===== config.mk =====
export PLATFORM = sky130hd
export DESIGN_NAME = c3r_ram
export DESIGN_NICKNAME = d
export VERILOG_FILES = /design/src/hw/rtl/c3r_ram.sv
export SDC_FILE = /design/constraint.sdc
export NUM_CORES = 1
export LEC_CHECK = 0
export BUFFER_PORTS_ARGS = -buffer_cell sky130_fd_sc_hd__buf_2
export CORE_MARGIN = 4
export CORE_UTILIZATION = 50
export DETAILED_ROUTE_END_ITERATION = 8
export HOLD_SLACK_MARGIN = 0.12
export PLACE_DENSITY = 0.8
export SYNTH_ARGS = -nofsm -noshare
export SYNTH_HDL_FRONTEND = slang
export SYNTH_SLANG_ARGS = --single-unit

===== constraint.sdc =====
create_clock -name i_clk -period 2.61 [get_ports i_clk]
set_clock_uncertainty 0.05 [all_clocks]
set_input_delay 0.783 -clock i_clk [delete_from_list [all_inputs] [get_ports i_clk]]
set_output_delay 0.783 -clock i_clk [all_outputs]
set_load 0.03 [all_outputs]

===== src/hw/rtl/c3r_ram.sv =====
// Generic single-write, single-read RAM with registered read data.
// No dependencies.
module c3r_ram #(
    parameter int DATA_W = 8,
    parameter int DEPTH  = 32
) (
    input  logic                     i_clk,
    input  logic                     i_we,
    input  logic [$clog2(DEPTH)-1:0] i_waddr,
    input  logic [DATA_W-1:0]        i_wdata,
    input  logic [$clog2(DEPTH)-1:0] i_raddr,
    output logic [DATA_W-1:0]        o_rdata
);

    logic [DATA_W-1:0] r_mem [DEPTH];
    logic [DATA_W-1:0] r_rdata;

    always_ff @(posedge i_clk) begin
        if (i_we) begin
            r_mem[i_waddr] <= i_wdata;
        end
        r_rdata <= r_mem[i_raddr];
    end

    assign o_rdata = r_rdata;

endmodule


==> results.md <==
* Clk slew on worst S/H paths at 0.06 ns
* Hpwl dp at 13290 um
* Antenna Nets Post-Route at 0
* Critical path's slowest cell: mux4_2
* Die width at 149.8 um
* Global Route Usage Sum at 0.2007
* Hold WC Path Type: input port to register
* Worst slew pin tran at 0.6701 ns
* Min Clock Period, post-route at between 2 and 2.5 ns
* Root Driver: clkbuf_16
* Largest net degree at the start of global routing at 33
* Flop pwr share at 0.534
* Top FF cell, synth: edfxtp_1
* Core region area at just under 20000 um2
* Final WL at 21490 um
* Max Slew Vio Count at 0
* Share of the synthesized area in the top cell type at 0.7647
* Peak supply drop at approximately 0.48 mV
* RSZ-0062 raised after global routing: no
* Initial Util at 0.5132
* Crit path cell chain: buf_4 -> buf_12 -> mux4_2 -> mux4_2 -> mux2_2
* GRT overflow at 0
* # hold bufs at CTS at 0
* Initial DRC count at roughly 520
* Power share of the clock group at 0.409
* Ys Warns at 0
* Core Util, Final at 0.5966
* Worst hold slack at 0.6684 ns
* CP most frequent cell: mux4_2
* Post-route worst setup slack at 0.4014 ns
* Post-synth ARST share at 0
* Gate power share at 0.057
* Required @ worst endpoint at 2.96 ns
* CTS buffer count at 25
* Slew margin rel. at 0.5533
* Synth top cells by count: edfxtp_1 (256), mux4_2 (80), nor2_1 (33)
* Internal Power at 7073 uW
* Final setup violation count at 0
* # IOs at 28
* Via density at 6.154
* Flops & latches, synth at 264
* GPL Wtd Cong at 0.7967
* CP top delay family: multiplexers
* Post-route DRC at 0
* Die area at 22440 um2
* Die height at about 150 um
* Placed Cells at 734
* Antenna violations before repair at 0
* Top-count cell post-synth: edfxtp_1
* Startpoint types: input port
* Critical Path Fanout Max at 21
* Synth Area per Inst at 24.11 um2
* Final Hold Violating Endpoints at 0
* Net Sw Power at roughly 1800 uW
* Clk sink count at 264
* Via count at 4800
* Setup tns final at 0 ns
* Syn nets at between 400 and 500
* # rows at 51
* Status: finished clean
* Leading area contributor after synthesis: edfxtp_1
* Post-Syn Instances at 417
* Nets@finish at 516
* CP bufs+invs at 2
* Pre-CTS setup slack at -0.1190 ns
* CTS tree: yes
* Leak Pwr at 0.003756 uW
* Post-CTS Setup Inserts at 0
* CP Capture Type: register
* Non-Filler Instances at 780
* Layout cells sized above 1 at 0.3942
* Final period util at 0.8462
* CTS Buffer Depth at 3
* Drt wl/cell at around 28 um
* Part of the Yosys area used for sequential elements at 0.7806
* Vias in the first global route at 4990
* Post-synth EDFFs at 256
* Sw Share at 0.2027
* # diodes at 0
* MaxCap Viol Count at 0
* Clk_lat worst skew at 0.52 ns
* Worst Setup Path Type: input port to register
* CTS H-tree lvls at 1
* Yosys cell types at 15
* Port Buffers at 27
* Cell Pwr Density at 759.1 nW/um2
* Post-CTS sizing at 0
* Area grow syn2layout at 16.25%
* Synth Cell Area at 10050 um2
* Max incr delay on CP at 0.54 ns
* Drt pass-1 iters at 5
* Global-route wire length before repair at 32640 um
* Achievable frequency at between 0.4 and 0.5 GHz
* Crit path arrival time at 2.56 ns
* Top cells by area, synth: edfxtp_1 (76%), mux4_2 (18%), dfxtp_1 (1.6%)
## power by group through the flow
| stage | Clock, uW | Sequential, uW | Combinational (uW) |
|---|---|---|---|
| after floorplan | 0 | 4850 | 252 |
| after detailed placement | 0 | 4830 | 506 |
| after CTS | 3670 | 4740 | 510 |
| final | 3630 | 4740 | 503 |
| after global routing | 3870 | 4740 | 534 |
| after global placement | 0 | 4820 | 487 |
## cells in the final DEF, fill, tap and decap left out, types with 5 or more instances in the layout
cell type  netlist  final
edfxtp_1       256    256
mux4_2          80     80
buf_4            6     38
nor2_1          33     33
buf_2            1     26
clkbuf_16        0     25
mux2_2           8      8
dfxtp_1          8      8
buf_12           0      8
clkinv_2         0      6
nand3b_1         5      5
## registers in the layout (all words and copies together) (netlist names)
register,flops
r_mem,256
o_rdata,8
## logic make-up (layout without fill, tap and decap cells)
kind of cell / after synthesis / in the layout / share of synthesized area
flops: 264 / 264 / 0.7806
mux: 88 / 88 / 0.1882
simple gates: 45 / 45 / 0.02066
buf+inv: 20 / 118 / 0.01058
## final cells by class
| cell class | count | area, um2 |
|---|---|---|
| fillers | 1313 | 7903 |
| flip-flops and latches | 264 | 7848 |
| multi-input cells | 133 | 2100 |
| clock buffers | 31 | 678.2 |
| repair buffers | 72 | 575.6 |
| well taps | 265 | 331.6 |
| clock inverters | 15 | 155.1 |
## path summary, 6_finish.rpt
| path | from | depth (start not counted) | to | slack, ns |
|---|---|---|---|---|
| setup / recovery | i_raddr[0] | 5 | o_rdata[6] | 0.40 |
| hold / removal | i_raddr[3] | 2 | o_rdata[5] | 0.67 |
| setup reg to reg | r_mem[18][6] | 3 | o_rdata[6] | 0.73 |
| hold reg to reg | r_mem[25][2] | 3 | o_rdata[2] | 0.86 |
## metrics by stage
step	area, um2	total power [uW]
6_report	11690	8871
3_5_place_dp	10850	5334
5_1_grt	11690	9147
2_1_floorplan	10060	5103
3_3_place_gp	10850	5309
4_1_cts	11690	8920
## worst register-to-register path, cell delays in order (launching register included)
cell and delay [ns]:
edfxtp_1 0.40, mux4_2 0.53, mux4_2 0.51, mux2_2 0.28
## layer usage
| metal | vias up | wire, um | global-route usage |
|---|---|---|---|
| met5 | - | 0 | 0 |
| met3 | 31 | 1881 | 0.04573 |
| li1 | 1937 | - | - |
| met2 | 261 | 10660 | 0.3161 |
| met4 | 0 | 432 | 0.05855 |
| met1 | 2571 | 8519 | 0.2870 |
No activity file was read; power rests on OpenSTA's default activity.
