<file path="src/hw/rtl/c3r_pkg.sv">
// Package for the streaming 3x3 int8 convolution with ReLU.
// Holds sizes, codes, state encoding and the structs shared between modules.
// No dependencies.
package c3r_pkg;

    localparam int HEIGHT       = 32;
    localparam int WIDTH        = 32;
    localparam int OUT_CHANNELS = 32;
    localparam int LANES        = 8;
    localparam int TAPS         = 27;
    localparam int NGROUPS      = (OUT_CHANNELS + LANES - 1) / LANES;
    localparam int OUT_LANES    = 8;

    localparam int ROW_W   = $clog2(HEIGHT);
    localparam int COL_W   = $clog2(WIDTH);
    localparam int GRP_W   = (NGROUPS > 1) ? $clog2(NGROUPS) : 1;
    localparam int LANE_W  = (LANES > 1) ? $clog2(LANES) : 1;
    localparam int OC_W    = $clog2(OUT_CHANNELS + 1);
    localparam int WADDR_W = $clog2(NGROUPS * TAPS);
    localparam int IDX_W   = 10;
    localparam int PIX_W   = 24;
    localparam int LINE_W  = 2 * PIX_W;
    localparam int ACC_W   = 32;
    localparam int ACT_W   = 7;
    localparam int SH_W    = 5;
    localparam int POS_W   = 5;
    localparam int CG_W    = 2;

    // index / TAPS by reciprocal; exact for any 10-bit index
    localparam int RECIP_SH = 15;
    localparam int RECIP    = (1 << RECIP_SH) / TAPS + 1;
    localparam int RECIP_W  = IDX_W + RECIP_SH;

    localparam logic [SH_W-1:0]  SHIFT_RESET = SH_W'(8);
    localparam logic [ACT_W-1:0] ACT_MAX     = ACT_W'(127);

    typedef enum logic [1:0] {
        MODE_WEIGHT = 2'd0,
        MODE_BIAS   = 2'd1,
        MODE_PIXEL  = 2'd2
    } t_mode;

    typedef enum logic [2:0] {
        S_IDLE,
        S_LINE,
        S_SEL,
        S_RUN,
        S_DRAIN
    } t_state;

    typedef struct packed {
        logic               we_w;
        logic               we_b;
        logic [WADDR_W-1:0] waddr;
        logic [GRP_W-1:0]   baddr;
        logic [7:0]         wdata;
        logic [ACC_W-1:0]   bdata;
    } t_lane_wr;

    typedef struct packed {
        logic              en;
        logic              first;
        logic              tap_ok;
        logic signed [7:0] sample;
    } t_mac_ctl;

    typedef struct packed {
        logic             fin;
        logic [POS_W-1:0] row;
        logic [POS_W-1:0] col;
        logic [GRP_W-1:0] grp;
        logic             last;
    } t_res_info;

endpackage

</file>
<file path="src/hw/rtl/c3r_if.sv">


interface c3r_out_if;
    logic       valid;
    logic       ready;
    logic [4:0] out_row;
    logic [4:0] out_col;
    logic [1:0] chan_group;
    logic [6:0] lane0;
    logic [6:0] lane1;
    logic [6:0] lane2;
    logic [6:0] lane3;
    logic [6:0] lane4;
    logic [6:0] lane5;
    logic [6:0] lane6;
    logic [6:0] lane7;
    logic       run_last;

    modport source (output valid, out_row, out_col, chan_group, lane0, lane1, lane2, lane3,
                    lane4, lane5, lane6, lane7, run_last, input ready);
    modport sink   (input valid, out_row, out_col, chan_group, lane0, lane1, lane2, lane3,
                    lane4, lane5, lane6, lane7, run_last, output ready);
endinterface


</file>
<file path="src/hw/rtl/c3r_merge.sv">
// Result stage: gathers the lane activations into one result item and holds it
// in the output register until taken. Depends on c3r_pkg, c3r_if.
module c3r_merge (
    input  logic                      i_clk,
    input  logic                      i_rst_n,
    input  c3r_pkg::t_res_info        i_info,
    input  logic [c3r_pkg::ACT_W-1:0] i_act [c3r_pkg::LANES],
    c3r_out_if.source                 o_res
);

    logic                      r_valid;
    logic [c3r_pkg::POS_W-1:0] r_row;
    logic [c3r_pkg::POS_W-1:0] r_col;
    logic [c3r_pkg::CG_W-1:0]  r_grp;
    logic                      r_last;
    logic [c3r_pkg::ACT_W-1:0] r_lane [c3r_pkg::OUT_LANES];
    logic [c3r_pkg::ACT_W-1:0] n_lane [c3r_pkg::OUT_LANES];

    // fields with no channel behind them read as zero
    always_comb begin
        for (int l = 0; l < c3r_pkg::OUT_LANES; l++) begin
            n_lane[l] = '0;
            if (l < c3r_pkg::LANES) begin
                if (int'(i_info.grp) * c3r_pkg::LANES + l < c3r_pkg::OUT_CHANNELS) begin
                    n_lane[l] = i_act[l % c3r_pkg::LANES];
                end
            end
        end
    end

    always_ff @(posedge i_clk) begin
        if (!i_rst_n) begin
            r_valid <= 1'b0;
        end else if (i_info.fin) begin
            r_valid <= 1'b1;
        end else if (o_res.ready) begin
            r_valid <= 1'b0;
        end
    end

    always_ff @(posedge i_clk) begin
        if (i_info.fin) begin
            r_row  <= i_info.row;
            r_col  <= i_info.col;
            r_grp  <= c3r_pkg::CG_W'(i_info.grp);
            r_last <= i_info.last;
            r_lane <= n_lane;
        end
    end

    assign o_res.valid      = r_valid;
    assign o_res.out_row    = r_row;
    assign o_res.out_col    = r_col;
    assign o_res.chan_group = r_grp;
    assign o_res.run_last   = r_last;
    assign o_res.lane0      = r_lane[0];
    assign o_res.lane1      = r_lane[1];
    assign o_res.lane2      = r_lane[2];
    assign o_res.lane3      = r_lane[3];
    assign o_res.lane4      = r_lane[4];
    assign o_res.lane5      = r_lane[5];
    assign o_res.lane6      = r_lane[6];
    assign o_res.lane7      = r_lane[7];

endmodule

</file>
<file path="src/flat_wrapper.sv">
// flat-port wrapper written by rule: the top's interface ports become plain ports
module c3r_merge_flat 
  (i_clk, i_rst_n, i_info, i_act, o_res_valid, o_res_out_row, o_res_out_col, o_res_chan_group, o_res_lane0, o_res_lane1, o_res_lane2, o_res_lane3, o_res_lane4, o_res_lane5, o_res_lane6, o_res_lane7, o_res_run_last, o_res_ready);
  c3r_out_if o_res_i ();
  input  logic i_clk;
  input  logic i_rst_n;
  input  c3r_pkg::t_res_info i_info;
  input  logic [c3r_pkg::ACT_W-1:0] i_act[c3r_pkg::LANES];
  output wire logic [$bits(o_res_i.valid)-1:0] o_res_valid;
  output wire logic [$bits(o_res_i.out_row)-1:0] o_res_out_row;
  output wire logic [$bits(o_res_i.out_col)-1:0] o_res_out_col;
  output wire logic [$bits(o_res_i.chan_group)-1:0] o_res_chan_group;
  output wire logic [$bits(o_res_i.lane0)-1:0] o_res_lane0;
  output wire logic [$bits(o_res_i.lane1)-1:0] o_res_lane1;
  output wire logic [$bits(o_res_i.lane2)-1:0] o_res_lane2;
  output wire logic [$bits(o_res_i.lane3)-1:0] o_res_lane3;
  output wire logic [$bits(o_res_i.lane4)-1:0] o_res_lane4;
  output wire logic [$bits(o_res_i.lane5)-1:0] o_res_lane5;
  output wire logic [$bits(o_res_i.lane6)-1:0] o_res_lane6;
  output wire logic [$bits(o_res_i.lane7)-1:0] o_res_lane7;
  output wire logic [$bits(o_res_i.run_last)-1:0] o_res_run_last;
  input wire logic [$bits(o_res_i.ready)-1:0] o_res_ready;
  assign o_res_valid = o_res_i.valid;
  assign o_res_out_row = o_res_i.out_row;
  assign o_res_out_col = o_res_i.out_col;
  assign o_res_chan_group = o_res_i.chan_group;
  assign o_res_lane0 = o_res_i.lane0;
  assign o_res_lane1 = o_res_i.lane1;
  assign o_res_lane2 = o_res_i.lane2;
  assign o_res_lane3 = o_res_i.lane3;
  assign o_res_lane4 = o_res_i.lane4;
  assign o_res_lane5 = o_res_i.lane5;
  assign o_res_lane6 = o_res_i.lane6;
  assign o_res_lane7 = o_res_i.lane7;
  assign o_res_run_last = o_res_i.run_last;
  assign o_res_i.ready = o_res_ready;
  c3r_merge u_core (.i_clk(i_clk), .i_rst_n(i_rst_n), .i_info(i_info), .i_act(i_act), .o_res(o_res_i));
endmodule
</file>
<file path="config.mk">
export PLATFORM = sky130hd
export DESIGN_NAME = c3r_merge_flat
export DESIGN_NICKNAME = d
export VERILOG_FILES = /design/src/hw/rtl/c3r_pkg.sv /design/src/hw/rtl/c3r_if.sv /design/src/hw/rtl/c3r_merge.sv /design/src/flat_wrapper.sv
export SDC_FILE = /design/constraint.sdc
export NUM_CORES = 1
export LEC_CHECK = 0
export ABC_CLOCK_PERIOD_IN_PS = 910
export BUFFER_PORTS_ARGS = -buffer_cell sky130_fd_sc_hd__buf_2
export CELL_PAD_IN_SITES_DETAIL_PLACEMENT = 2
export CELL_PAD_IN_SITES_GLOBAL_PLACEMENT = 2
export CORE_ASPECT_RATIO = 1.5
export CORE_MARGIN = 2
export CORE_UTILIZATION = 27
export CTS_CLUSTER_DIAMETER = 30
export CTS_CLUSTER_SIZE = 16
export DETAILED_ROUTE_END_ITERATION = 10
export PLACE_DENSITY = 0.89
export SLEW_MARGIN = 10
export SYNTH_ARGS = -nofsm -noshare
export SYNTH_HDL_FRONTEND = slang
export SYNTH_SLANG_ARGS = --single-unit
export TNS_END_PERCENT = 50
</file>
<file path="constraint.sdc">
create_clock -name i_clk -period 0.91 [get_ports i_clk]
set_input_delay 0.0455 -clock i_clk [delete_from_list [all_inputs] [get_ports i_clk]]
set_output_delay 0.0455 -clock i_clk [all_outputs]
set_load 0.02 [all_outputs]
</file>
==> results.yml <==
setup_path:
  r2r_setup_slack_ns: 0.24
  endpoint: "o_res_chan_group[0]"
  r2r_start: "u_core.o_res.valid$_SDFFE_PN0P_"
  path_class: "flop to output pin"
  startpoint: "u_core.o_res.chan_group[0]$_DFFE_PP_"
  end_kind: "output pin"
  reg2reg_depth: 2
  cp_top_family: "flip-flops"
  cp_max_fo: 1
  cp_num_buf_inv: 1
  critPathSlowestCell: "edfxtp_1"
  regToRegEndpoint: "u_core.o_res.valid$_SDFFE_PN0P_"
  cp.arrival_ns: 0.91
  critPathMaxStageDelay_ns: 0.42
  start_kind: "flop"
  cp.required_ns: 0.86
  cp.depth: 1
  path_cells: "buf_6"
floorplanning:
  core_sq_um: 7612
  initial_core_util_pct: 27.76
  fp.dieH_microns: 112.4
  top_level_ports: 143
  die_w_microns: 76.24
  dieArea_sq_um: 8565
  rows: 39
clock_network:
  cts.path.max_buffers: 2
  cts_made_buffers: 9
  cts_sinks: 70
  cts_setup_buffers: 0
  cts_root_buf: "clkbuf_16"
  cts_tree: "built"
  clk_latency_ns: 0.32
  htree_levels: 3
  clkSlewWorstSetupHoldPaths_ns: 0.06
route:
  ant_nets: 0
  drtPass1Iterations: 3
  viasPerCell: 4.022
  avgRoutedWirePerCell_microns: 20.02
  wirelength_microns: 8069
  vias: 1621
  drc_errors: 0
  first_iter_violations: 99
synthesis:
  yosysMostFrequentCell: "edfxtp_1"
  ys_ff_latch: 70
  yosysTopAreaCellShare_pct: 98.05
  synth.distinct_cells: 4
  async_reset_ff_share_pct: 0
  syn_area_sq_um: 2113
  yosys_warnings: 0
  synth-edff-count: 69
  synthCells: 72
  synth_commonest_cells: "69 x edfxtp_1, 1 x dfxtp_1, 1 x nor2b_4, 1 x o21a_1"
  synth_top_cell_by_area: "edfxtp_1"
  synth_area_leaders: "edfxtp_1 98%, dfxtp_1 0.95%, nor2b_4 0.65%"
  synth_area_per_cell_sq_um: 29.35
  synth_fp_nets: 145
  seq_area_frac_synth_pct: 98.99
  synth-main-ff-cell: "edfxtp_1"
pwr:
  power_mw: 8.184
  p_leak_nw: 1.756
  powerDensity_nw_per_um2: 1969
  irDropWorstVdd_mv: 1.397
global_route:
  grt_pass1_wl_microns: 11670
  grt_pass1_vias: 1939
  grt-ovfl-total: 0
  grtUsageTotal_pct: 19.21
  antenna_found_initial: 0
  grt_max_degree: 36
placed_design:
  place_area_sq_um: 2992
  globalplace.congestion: 0.6884
  dp.cells: 318
  dp_slack_ns: 0.1683
  port_buffers: 142
sta:
  setup_ws_ns: -0.04563
  rsz0062_at_grt: "yes"
  holdWs_ns: 0.06053
  final.setup.tns_ns: -0.3908
  finalCritPeriodShare_pct: 105.0
  hold_violations: 0
  max_clock_freq_ghz: 1.046
  fin_skew_ns: 0
  worst_pin_slew_ns: 0.2002
  final_max_slew_viol_count: 0
  maxSlewHeadroom_pct: 86.65
  setup_viol_count_final: 23
  post-route-min-period_ns: 0.9556
outcome:
  outcome: "complete, but fails checks"
  violations: "setup timing"
finish:
  fin_area_sq_um: 4156
  fin_nets: 370
  num_antenna_cells: 0
  final_cells: 403
  drive_gt1_share_pct: 51.50
  final_util_pct: 54.60
  syn_to_final_growth_pct: 96.68
worst_hold_path:
  hp-class: "primary input to flop"
job:
  max_cap_viol_count: 0
[cell type report]
class	instances	area (sq um)
Clock buffer	12	236.5
Multi-Input combinational cell	2	21.27
Timing Repair Buffer	214	1667
Sequential cell	70	2092
Tap cell	102	127.6
Fill cell	732	3456
Clock inverter	3	12.51
[per-layer routing]
layer | GRT usage (%) | wire length, microns | vias to the layer above
li1 | - | - | 743
met1 | 16.19 | 2346 | 787
met2 | 40.12 | 5143 | 77
met3 | 4.904 | 401 | 14
met4 | 8.606 | 178 | 0
met5 | 0 | 0 | -
[what timing repair did]
item,in CTS,in global routing
cloned,0,0
hold buffers,70,0
hold endpoints to repair,70,0
setup endpoints to repair,37,63
gates resized for setup,28,42
[layout by cell type (no fill, tap or decap), types with 2 or more instances in the layout]
| cell type | count |
|---|---|
| buf_2 | 107 |
| clkbuf_1 | 3 |
| buf_12 | 2 |
| edfxtp_1 | 69 |
| clkinv_1 | 2 |
| buf_6 | 34 |
| dlygate4sd3_1 | 70 |
| clkbuf_16 | 9 |
[kinds of logic after synthesis]
| group | count (synthesis) | share of synthesized area [%] |
|---|---|---|
| flops | 70 | 98.99 |
| simple gates | 1 | 0.6511 |
| compound gates | 1 | 0.3554 |
[flip-flops by register name, summed over array words and instances, names as in the netlist]
signal,count
u_core.o_res.chan_group,2
u_core.o_res.lane0,7
u_core.o_res.lane1,7
u_core.o_res.lane2,7
u_core.o_res.lane3,7
u_core.o_res.lane4,7
u_core.o_res.lane5,7
u_core.o_res.lane6,7
u_core.o_res.lane7,7
u_core.o_res.out_col,5
u_core.o_res.out_row,5
u_core.o_res.run_last,1
u_core.o_res.valid,1
[report_power, final]
group	switching (mW)	internal, mW
clock network	1.20	1.81
logic	0.612	0.624
registers	0.104	3.83
total	1.92	6.26
[worst min path at each step]
stage	startpoint	end	slack (ns)	cells past startpoint
floorplan	i_info[1]	u_core.o_res.chan_group[0]$_DFFE_PP_	0.14	0
global placement	i_act[37]	u_core.o_res.lane2[2]$_DFFE_PP_	0.22	1
detailed placement	i_act[37]	u_core.o_res.lane2[2]$_DFFE_PP_	0.22	1
CTS	o_res_ready	u_core.o_res.valid$_SDFFE_PN0P_	0.04	3
global route	o_res_ready	u_core.o_res.valid$_SDFFE_PN0P_	0.07	3
finish	o_res_ready	u_core.o_res.valid$_SDFFE_PN0P_	0.06	3
(Power assumes the default switching activity.)
